<file path="src/hdl/cgrm_pkg.sv">
// ----------------------------------------------------------------------------
// cgrm_pkg
// Shared op codes, field widths and the burst record passed from the gap
// accumulator to the result emitter.
// ----------------------------------------------------------------------------
package cgrm_pkg;

  localparam int CODE_W   = 4;
  localparam int IN_LEN_W = 28;
  localparam int SUM_W    = 32;

  localparam logic [CODE_W-1:0] OP_INS = 4'd1;
  localparam logic [CODE_W-1:0] OP_DEL = 4'd2;

  // One closed gap run plus the operation that closed it
  typedef struct packed {
    logic                ins_valid;
    logic [SUM_W-1:0]    ins_len;
    logic                del_valid;
    logic [SUM_W-1:0]    del_len;
    logic [CODE_W-1:0]   code;
    logic [IN_LEN_W-1:0] length;
  } burst_t;

endpackage

</file>
<file path="src/hdl/cgrm_accum.sv">
// ----------------------------------------------------------------------------
// cgrm_accum
// Gap run accumulator: sums insertion and deletion lengths with saturation
// and hands a burst record over when a non-gap operation closes the run.
// ----------------------------------------------------------------------------
module cgrm_accum
  import cgrm_pkg::*;
(
  input  logic                clk,
  input  logic                rst,
  input  logic                accept,
  input  logic [CODE_W-1:0]   code,
  input  logic [IN_LEN_W-1:0] length,
  output logic                burst_load,
  output burst_t              burst
);

  logic [SUM_W-1:0] ins_sum;
  logic             ins_seen;
  logic [SUM_W-1:0] del_sum;
  logic             del_seen;
  logic [SUM_W-1:0] ins_sum_next;
  logic [SUM_W-1:0] del_sum_next;
  logic             is_ins;
  logic             is_del;

  function automatic logic [SUM_W-1:0] sat_add(input logic [SUM_W-1:0] acc,
                                               input logic [IN_LEN_W-1:0] add);
    logic [SUM_W:0] s;
    s = {1'b0, acc} + {{(SUM_W-IN_LEN_W+1){1'b0}}, add};
    return s[SUM_W] ? {SUM_W{1'b1}} : s[SUM_W-1:0];
  endfunction

  assign is_ins       = (code == OP_INS);
  assign is_del       = (code == OP_DEL);
  assign ins_sum_next = sat_add(ins_sum, length);
  assign del_sum_next = sat_add(del_sum, length);

  assign burst_load      = accept & ~is_ins & ~is_del;
  assign burst.ins_valid = ins_seen;
  assign burst.ins_len   = ins_sum;
  assign burst.del_valid = del_seen;
  assign burst.del_len   = del_sum;
  assign burst.code      = code;
  assign burst.length    = length;

  always_ff @(posedge clk) begin
    if (rst) begin
      ins_sum  <= '0;
      ins_seen <= 1'b0;
      del_sum  <= '0;
      del_seen <= 1'b0;
    end else if (accept) begin
      if (is_ins) begin
        ins_sum  <= ins_sum_next;
        ins_seen <= 1'b1;
      end else if (is_del) begin
        del_sum  <= del_sum_next;
        del_seen <= 1'b1;
      end else begin
        // run closed: clear for the next one
        ins_sum  <= '0;
        ins_seen <= 1'b0;
        del_sum  <= '0;
        del_seen <= 1'b0;
      end
    end
  end

  // a sum only grows while its kind has been seen
  assert property (@(posedge clk) disable iff (rst) !ins_seen |-> ins_sum == '0)
    else $error("insertion sum non-zero with no insertion seen");
  assert property (@(posedge clk) disable iff (rst) !del_seen |-> del_sum == '0)
    else $error("deletion sum non-zero with no deletion seen");
  assert property (@(posedge clk) disable iff (rst) burst_load |=> !ins_seen && !del_seen)
    else $error("gap state not cleared after run closed");

endmodule

</file>
<file path="src/hdl/cgrm_emit.sv">
// ----------------------------------------------------------------------------
// cgrm_emit
// Result emitter: holds one burst and drains it, merged insertion first,
// then merged deletion, then the closing operation, into the output register.
// ----------------------------------------------------------------------------
module cgrm_emit
  import cgrm_pkg::*;
(
  input  logic              clk,
  input  logic              rst,
  input  logic              burst_load,
  input  burst_t            burst,
  output logic              burst_free,
  output logic              out_valid,
  input  logic              out_ready,
  output logic [CODE_W-1:0] out_code,
  output logic [SUM_W-1:0]  out_length,
  output logic              out_last
);

  logic   pend_ins;
  logic   pend_del;
  logic   pend_op;
  burst_t held;
  logic   out_load;
  logic   have;

  assign out_load   = ~out_valid | out_ready;
  assign have       = pend_ins | pend_del | pend_op;
  assign burst_free = ~have | (out_load & pend_op & ~pend_ins & ~pend_del);

  always_ff @(posedge clk) begin
    if (rst) begin
      pend_ins  <= 1'b0;
      pend_del  <= 1'b0;
      pend_op   <= 1'b0;
      out_valid <= 1'b0;
    end else begin
      if (out_load) begin
        out_valid <= have;
      end
      // a new burst only lands once the held one is gone
      if (burst_load) begin
        pend_ins <= burst.ins_valid;
        pend_del <= burst.del_valid;
        pend_op  <= 1'b1;
      end else if (out_load) begin
        if (pend_ins) begin
          pend_ins <= 1'b0;
        end else if (pend_del) begin
          pend_del <= 1'b0;
        end else begin
          pend_op <= 1'b0;
        end
      end
    end
  end

  always_ff @(posedge clk) begin
    if (burst_load) begin
      held <= burst;
    end
    if (out_load && have) begin
      if (pend_ins) begin
        out_code   <= OP_INS;
        out_length <= held.ins_len;
        out_last   <= 1'b0;
      end else if (pend_del) begin
        out_code   <= OP_DEL;
        out_length <= held.del_len;
        out_last   <= 1'b0;
      end else begin
        out_code   <= held.code;
        out_length <= {{(SUM_W-IN_LEN_W){1'b0}}, held.length};
        out_last   <= 1'b1;
      end
    end
  end

  assert property (@(posedge clk) disable iff (rst) (pend_ins || pend_del) |-> pend_op)
    else $error("merged gap pending without its closing operation");
  assert property (@(posedge clk) disable iff (rst) burst_load |-> burst_free)
    else $error("burst loaded over an undrained one");
  assert property (@(posedge clk) disable iff (rst) burst_load |=> pend_op)
    else $error("closing operation lost on burst load");
  assert property (@(posedge clk) disable iff (rst) (out_load && !have) |=> !out_valid)
    else $error("result shown with nothing pending");

endmodule

</file>
<file path="src/hdl/cigar_gap_run_merger_unit.sv">
// ----------------------------------------------------------------------------
// cigar_gap_run_merger_unit
// Merges runs of CIGAR insertions and deletions into one I and one D.
// ----------------------------------------------------------------------------
// Input stream: one CIGAR operation per transfer, op code on s_axis_tuser and
// length on s_axis_tdata. I and D operations are summed (saturating at 32
// bits) and produce nothing. Any other operation releases the merged I (if
// any), then the merged D (if any), then itself; the last of these carries
// m_axis_tlast. Output: code on m_axis_tuser, length on m_axis_tdata.
// m_axis_tvalid rises once the closing operation is taken and has passed
// through the held burst register and then the output register.
// Throughput: one result per cycle on the output while the receiver is ready,
// so an operation that releases merged gaps holds the input while they drain;
// gap operations and plain operations stream at one per cycle while no burst
// is draining and the receiver is ready. The single output port sets that rate.
// s_axis_tready drops while a burst is still draining beyond its last result.
// A stalled receiver holds the output register; input stalls once the held
// burst cannot move. Reset clears the gap sums and empties both registers. A
// gap run with no following operation stays pending until reset.
// ----------------------------------------------------------------------------
module cigar_gap_run_merger_unit
  import cgrm_pkg::*;
(
  input  logic        clk,
  input  logic        rst,
  input  logic        s_axis_tvalid,
  output logic        s_axis_tready,
  input  logic [31:0] s_axis_tdata,   // [27:0] op_length, [31:28] zero
  input  logic [3:0]  s_axis_tuser,   // [3:0] op_code
  output logic        m_axis_tvalid,
  input  logic        m_axis_tready,
  output logic [31:0] m_axis_tdata,   // [31:0] out_length
  output logic [3:0]  m_axis_tuser,   // [3:0] out_code
  output logic        m_axis_tlast    // run_last
);

  logic   accept;
  logic   burst_load;
  logic   burst_free;
  burst_t burst;

  assign s_axis_tready = burst_free;
  assign accept        = s_axis_tvalid & s_axis_tready;

  cgrm_accum u_accum (
    .clk        (clk),
    .rst        (rst),
    .accept     (accept),
    .code       (s_axis_tuser),
    .length     (s_axis_tdata[IN_LEN_W-1:0]),
    .burst_load (burst_load),
    .burst      (burst)
  );

  cgrm_emit u_emit (
    .clk        (clk),
    .rst        (rst),
    .burst_load (burst_load),
    .burst      (burst),
    .burst_free (burst_free),
    .out_valid  (m_axis_tvalid),
    .out_ready  (m_axis_tready),
    .out_code   (m_axis_tuser),
    .out_length (m_axis_tdata),
    .out_last   (m_axis_tlast)
  );

endmodule

</file>
<file path="config.mk">
export PLATFORM = sky130hd
export DESIGN_NAME = cigar_gap_run_merger_unit
export DESIGN_NICKNAME = d
export VERILOG_FILES = /design/src/hdl/cgrm_pkg.sv /design/src/hdl/cgrm_accum.sv /design/src/hdl/cgrm_emit.sv /design/src/hdl/cigar_gap_run_merger_unit.sv
export SDC_FILE = /design/constraint.sdc
export NUM_CORES = 1
export LEC_CHECK = 0
export BUFFER_PORTS_ARGS = -buffer_cell sky130_fd_sc_hd__buf_2
export CORE_MARGIN = 8
export CORE_UTILIZATION = 45
export DETAILED_ROUTE_END_ITERATION = 10
export GPL_TIMING_DRIVEN = 1
export PLACE_DENSITY = 0.7
export SLEW_MARGIN = 20
export SYNTH_ARGS = -nofsm -noshare
export SYNTH_HDL_FRONTEND = slang
export SYNTH_SLANG_ARGS = --single-unit
</file>
<file path="constraint.sdc">
create_clock -name clk -period 9.2 [get_ports clk]
set_input_delay 1.84 -clock clk [delete_from_list [all_inputs] [get_ports clk]]
set_output_delay 1.84 -clock clk [all_outputs]
set_load 0.02 [all_outputs]
</file>
==> results of run 1 <==
==> cell families after synthesis <==
| kind of cell | synth area share (%) |
|---|---|
| flip-flops | 52.2 |
| XOR/XNOR | 3.48 |
| buffers and inverters | 2.01 |
| AO/OA/AOI/OAI | 20.0 |
| multiplexers | 3.10 |
| AND/OR/NAND/NOR | 12.0 |
| adder cells (fa/ha/maj) | 7.17 |
==> how the worst min path moves through the flow <==
stage / start / cells past startpoint / slack [ns] / to
5_1_grt: u_accum.del_sum[15] / 0 / 0.47 / u_emit.held[47]
4_1_cts: u_accum.del_seen / 2 / 0.46 / u_accum.del_seen
3_3_place_gp: u_accum.del_seen / 2 / 0.43 / u_emit.pend_del
6_report: u_accum.del_sum[2] / 2 / 0.45 / u_accum.del_sum[2]
3_5_place_dp: u_accum.del_seen / 2 / 0.45 / u_accum.del_seen
2_1_floorplan: u_accum.del_sum[30] / 0 / 0.43 / u_emit.held[62]
==> power by group <==
group | internal [mW] | total [mW] | switching, mW
logic | 0.0511 | 0.157 | 0.106
clock network | 0.464 | 0.811 | 0.348
registers | 1.01 | 1.02 | 0.0102
==> final cells by class <==
type / instances / area [µm²]
Multi-Input combinational cell: 717 / 4770
Fill cell: 1988 / 10900
Inverter: 9 / 33.8
Tap cell: 285 / 357
Sequential cell: 203 / 5400
Timing Repair Buffer: 82 / 450
Clock buffer: 29 / 608
Clock inverter: 11 / 51.3
==> metal layers <==
metal	up-vias	wire length [µm]	share of wire, %
li1	3748	-	-
met1	3613	11100	46
met2	198	11200	46
met3	40	1480	6.1
met4	0	515	2.1
met5	-	0	0
==> critical path, stage by stage <==
cell,delay [ns]
buf_2,0.07
nor2b_1,0.11
a21boi_1,0.34
and2_1,0.25
nand2b_1,0.41
nor2b_4,0.91
buf_4,0.78
==> per-stage QoR <==
step	hold WS, ns	util, %	std cells
after floorplan	0.425	-	968
after global placement	0.434	48.6	1295
after detailed placement	0.447	48.7	1295
after CTS	0.455	51.6	1335
after global routing	0.474	51.7	1336
final	0.454	51.7	1336
==> cell usage in the layout (no fill, tap or decap), drive strengths merged, types with 8 or more instances in the layout <==
cell,instances
nand2,155
edfxtp,133
o21ai,107
buf,82
a21oi,73
dfxtp,70
ha,56
nor2,43
mux2i,32
a21o,30
xnor2,29
clkbuf,29
nor2b,13
nand3,12
xor2,12
nand4,10
a31oi,10
a211oi,10
clkinv,10
inv,9
o21bai,9
a22o,8
and3,8
and2,8
==> sequential cells by signal, indices dropped and copies added (netlist names) <==
name / flops
u_accum.del_seen: 1
u_accum.del_sum: 32
u_accum.ins_seen: 1
u_accum.ins_sum: 32
u_emit.held: 96
u_emit.out_code: 4
u_emit.out_last: 1
u_emit.out_length: 32
u_emit.out_valid: 1
u_emit.pend_del: 1
u_emit.pend_ins: 1
u_emit.pend_op: 1
==> key figures, run 1 <==
Status
  – Status: finished, final reports clean

Finish
  – Share of layout cells above drive strength 1: between 10 and 15%
  – Final Cell Area: 0.0117 mm²
  – Diodes inserted: 0
  – Layout area overhead: 13.0%
  – Nets: 1133

Floorplan
  – Chip width: between 150 and 200 µm
  – Num ports: between 70 and 80
  – Initial Utilization: 45.8%
  – Row cnt: 55
  – Core Region: 0.0226 mm²
  – Die Area: between 0.02 and 0.03 mm²
  – Die H: between 150 and 200 µm

Drt
  – Routed wire length: 24300 µm
  – Wirelength per Cell: around 18 µm
  – Vias per inst: 5.69
  – Residual DRC: 0
  – DR pass1 iterations: 6
  – Post-route ant nets: 0
  – Vias: approximately 7600
  – 1st-iter DRT viols: 548

Synthesis
  – Post-Syn Instances: 968
  – Number of synthesized register bits: 203
  – Most common cell in the netlist: nand2_1
  – Synth cell count leaders: 154 x nand2_1, 133 x edfxtp_1, 91 x o21ai_0
  – Syn nets: 1066
  – Synth top area share: 38.7%
  – Syn_area_per_cell: 10.7 µm²
  – Sequential share of the synthesized area: 52.2%
  – Post-synthesis async set-or-reset flop share: 0%
  – Yosys cell types: 80
  – Most common flop cell mapped by yosys: edfxtp_1
  – Synthesized cell area: 0.0103 mm²
  – Post-synth EDFFs: 133
  – Yosys warning total: 0
  – Yosys top cell by area: edfxtp_1
  – Top area cells in the synthesized netlist: edfxtp_1 39%, dfxtp_1 14%, ha_1 6.8%

Worst setup path
  – CP arrival: about 4.8 ns
  – Worst Setup EP: u_emit.held[47]
  – Reg2Reg Depth: 7
  – CP Max Fanout: 64
  – Reg2reg setup slack: 5.12 ns
  – RR Endpoint: u_emit.held[47]
  – Crit path from: m_axis_tready
  – Crit Path Class: input pin to register
  – Reg2Reg Launch Point: u_emit.pend_ins
  – CP required: just over 9 ns
  – Worst setup EP type: register
  – Crit path launch type: input pin

GRT
  – Grt peak-use layer: met2
  – Overall overflow remaining after global route: 0
  – First-pass GRT wire length: a little under 40000 µm
  – Met3 usage: ~2.8%
  – Total global routing track utilization: 17.1%
  – Pin count of the biggest net entering global routing: between 60 and 70
  – Antenna violations before repair: 0
  – Met1 usage: 23.1%
  – Vias in the first global route: 7238
  – Met2 Usage GRT: between 20% and 30%

Placed design
  – Placed cell areas: 0.0110 mm²
  – Count of buffers from port buffering: 74
  – Worst slack at placement: just over 4 ns
  – Placed wire-length estimate: 16900 µm
  – GP Congestion: 0.937

Timing
  – Max Fclk: 214 MHz
  – Relative max-transition margin: 30.6%
  – Setup Skew: slightly above 0.007 ns
  – Crit path time final: 4.66 ns
  – Count of final hold-check violations: 0
  – Setup TNS: 0 ns
  – Max-slew violation count: 0
  – Fin crit share: between 50 and 60%
  – Worst-margin pin slew: 1.04 ns
  – Final worst setup slack: 4.54 ns
  – Setup Viol. Count Final: 0
  – Unrepaired setup endpoints after global routing: no

Flow run
  – Max cap viols: 0

Clock tree
  – Number of buffers inserted by post-CTS setup repair: 0
  – Quantity of hold-fixing buffers added after cts: 0
  – Cts repair resizes: 0
  – H-tree level count: 1
  – Max Root-Sink Buffers: 3
  – Num CTS Buffers: 22
  – Clock slew seen by the registers of the worst setup and hold paths: 0.06 ns
  – CTS root buf: clkbuf_16
  – Clock Latency Late Sink: 0.50 ns
  – Number of clock sinks: between 200 and 250
  – CTS tree: yes

Power
  – Leak Pwr: approximately 4.7 nW
  – Max IR drop VDD: approximately 0.088 mV
  – Pwr Total: just under 2 mW
  – Power Dens Cells: 171 mW/mm²

Min path
  – Hold crit path type: register to register
Note: power is estimated with default switching activity, not from simulation.
==> run 2, diff against run 1 <==
- clock period: 9.2 -> 4.52 ns (I/O delays scaled with it)
==> run 2 against run 1 <==
Effect of this change: first-iteration DRC count is 3.8% higher; register-to-register slack got worse by 3.8 ns; critical path depth grew 6; clock skew up 0.00081 ns; worst setup slack got worse by 3.5 ns; sequential power rose by 100%; critical path type unchanged.
==> key figures, run 2 (synthesis results as in run 1) <==
Status
  – Status: finished, final reports clean (unchanged)

Timing
  – Count of final hold-check violations: 0 (unchanged)
  – Worst-margin pin slew: 0.957 ns (was 1.04 ns)
  – Final worst setup slack: 1.08 ns (was 4.54 ns)
  – Unrepaired setup endpoints after global routing: no (unchanged)
  – Setup Viol. Count Final: 0 (unchanged)
  – Fin crit share: 76.0%
  – Crit path time final: about 3.4 ns
  – Max Fclk: between 200 and 300 MHz
  – Max-slew violation count: 0 (unchanged)
  – Relative max-transition margin: 35.8% (was 30.6%)
  – Setup Skew: 0.00805 ns (was 0.00724 ns)
  – Setup TNS: 0 ns (unchanged)

GRT
  – Overall overflow remaining after global route: 0 (unchanged)
  – First-pass GRT wire length: 38500 µm (was 39100 µm)
  – Antenna violations before repair: 0 (unchanged)
  – Vias in the first global route: 7260 (was 7238)
  – Pin count of the biggest net entering global routing: 67 (was 68)
  – Total global routing track utilization: 16.8% (was 17.1%)

Power
  – Power Dens Cells: 358 mW/mm² (was 171 mW/mm²)
  – Leak Pwr: 4.75 nW (was 4.71 nW)
  – Max IR drop VDD: 0.182 mV (was 0.0881 mV)

Worst setup path
  – Buf/Inv on CP: 2 (unchanged)
  – Critical path's most frequent cell: a21oi_2
  – Reg2Reg Launch Point: u_accum.del_sum[0] (was u_emit.pend_ins)
  – CP required: 4.91 ns (was 9.32 ns)
  – Reg2Reg Depth: 12 (was 7)
  – Cell family with most CP delay: compound AO/OA/AOI/OAI gates (was simple AND/OR/NAND/NOR gates)
  – Reg2reg setup slack: 1.33 ns (was 5.12 ns)
  – Max incr delay on CP: 0.42 ns (was 0.91 ns)
  – Worst path cell trace: buf_2 > ha_1 > fa_1 > a21o_1 > a41oi_2 > a21oi_2 > o21bai_2 > a21oi_2 > a21oi_2 > a311oi_4 > buf_4 > o21bai_1 > a22o_1 (was buf_2 > nor2b_1 > a21boi_1 > and2_1 > nand2b_1 > nor2b_4 > buf_4)
  – RR Endpoint: u_accum.del_sum[27] (was u_emit.held[47])
  – Crit path max-delay cell type: fa_1 (was nor2b_4)
  – CP Max Fanout: 29 (was 64)
  – Worst setup EP type: register (unchanged)
  – Crit path launch type: input pin (unchanged)
  – CP arrival: 3.82 ns (was 4.79 ns)
  – Crit Path Class: input pin to register (unchanged)

Floorplan
  – Initial Utilization: 45.8% (unchanged)
  – Core Region: 0.0226 mm² (unchanged)
  – Chip width: 167 µm (unchanged)
  – Die H: 167 µm (unchanged)
  – Row cnt: 55 (unchanged)
  – Die Area: 0.0281 mm² (unchanged)
  – Num ports: 79 (unchanged)

Clock tree
  – Clock slew seen by the registers of the worst setup and hold paths: 0.06 ns (about the same)
  – Cts repair resizes: 0 (unchanged)
  – Number of buffers inserted by post-CTS setup repair: 0 (unchanged)
  – Num CTS Buffers: 21 (was 22)
  – H-tree level count: 1 (unchanged)
  – CTS root buf: clkbuf_16 (unchanged)
  – Max Root-Sink Buffers: 3 (unchanged)
  – Clock Latency Late Sink: 0.49 ns (was 0.50 ns)
  – CTS tree: yes (unchanged)
  – Number of clock sinks: 203 (unchanged)
  – Quantity of hold-fixing buffers added after cts: 0 (unchanged)

Finish
  – Commonest non-fill, non-tap cell in the layout: nand2_1 (unchanged)
  – Nets: 1137 (was 1133)
  – Max reg flops: 96 (unchanged)
  – Share of layout cells above drive strength 1: 15.0% (was 14.3%)
  – Area of the multi-input gates: 0.00476 mm² (was 0.00477 mm²)
  – Diodes inserted: 0 (unchanged)
  – Fill cells: 1984 (was 1988)
  – Register Area: 0.00540 mm² (unchanged)
  – Most frequent cells in the layout: 154 x nand2_1, 133 x edfxtp_1, 91 x o21ai_0 (unchanged)
  – Layout area overhead: 13.9% (was 13.0%)
  – Top reg by flops: u_emit.held (unchanged)

Drt
  – 1st-iter DRT viols: 569 (was 548)
  – Residual DRC: 0 (unchanged)
  – DR pass1 iterations: 5 (was 6)
  – Vias per inst: 5.65 (was 5.69)
  – Post-route ant nets: 0 (unchanged)
  – Routed wire length: 24000 µm (was 24300 µm)
  – Vias: 7565 (was 7599)
  – Wirelength per Cell: 17.9 µm (was 18.2 µm)

Placed design
  – Worst slack at placement: 0.580 ns (was 4.03 ns)
  – GP Congestion: 0.936 (was 0.937)
  – Placed wire-length estimate: 17000 µm (was 16900 µm)
  – Count of buffers from port buffering: 74 (unchanged)

Min path
  – Hold endpoint: u_emit.pend_del (was u_accum.del_sum[2])
  – WHS Path Cells: 2 (unchanged)
  – Hold crit path type: register to register (unchanged)
  – HP Start: u_accum.del_seen (was u_accum.del_sum[2])

Flow run
  – Max cap viols: 0 (unchanged)
[run 2: final cells by class]
cell class              count  area share [%]
clock buffers              26            4.71
clock inverters            11            1.40
well taps                 285            3.03
multi-input cells         717            40.5
inverters                   9           0.287
repair buffers             87            4.19
flip-flops and latches    203            45.9
[run 2: metal layers]
layer / GRT usage, % / vias to the layer above / routed length [µm]
met5: 0 / - / 0
met4: 5.12 / 0 / 532
met3: 2.37 / 37 / 1370
met2: 27.4 / 207 / 10900
met1: 22.9 / 3552 / 11200
li1: - / 3769 / -
[run 2: metrics by stage]
| stage | total power [mW] | util (%) | cells | cell area [µm²] | hold WS [ns] |
|---|---|---|---|---|---|
| after global routing | 4.35 | 52.1 | 1338 | 11800 | 0.476 |
| after floorplan | 2.32 | - | 968 | 10300 | 0.425 |
| after global placement | 2.43 | 48.9 | 1301 | 11000 | 0.437 |
| after CTS | 4.25 | 52.1 | 1338 | 11800 | 0.448 |
| final | 4.21 | 52.1 | 1338 | 11800 | 0.448 |
| after detailed placement | 2.44 | 48.9 | 1301 | 11000 | 0.438 |
[run 2: how the worst max path moves through the flow]
stage	start	end	slack, ns	cells past startpoint
global route	s_axis_tdata[0]	u_accum.del_sum[27]	0.94	13
floorplan	m_axis_tready	u_emit.held[0]	0.84	5
global placement	s_axis_tdata[0]	u_accum.del_sum[27]	0.63	13
finish	s_axis_tdata[0]	u_accum.del_sum[27]	1.08	13
CTS	s_axis_tdata[0]	u_accum.del_sum[27]	1.09	13
detailed placement	s_axis_tdata[0]	u_accum.del_sum[27]	0.58	13
[run 2: where the power goes]
group / total [mW] / switching (mW) / internal (mW)
sequential: 2.08 / 0.0204 / 2.06
combinational: 0.321 / 0.214 / 0.107
clock: 1.81 / 0.710 / 1.10
total: 4.21 / 0.945 / 3.27
[run 2: worst register-to-register path, delay by kind of cell, from the launching register on]
family | cells | cell delay, ns
AO/OA/AOI/OAI | 9 | 1.86
flip-flops | 1 | 0.32
buffers and inverters | 1 | 0.27
adder cells (fa/ha/maj) | 2 | 0.64
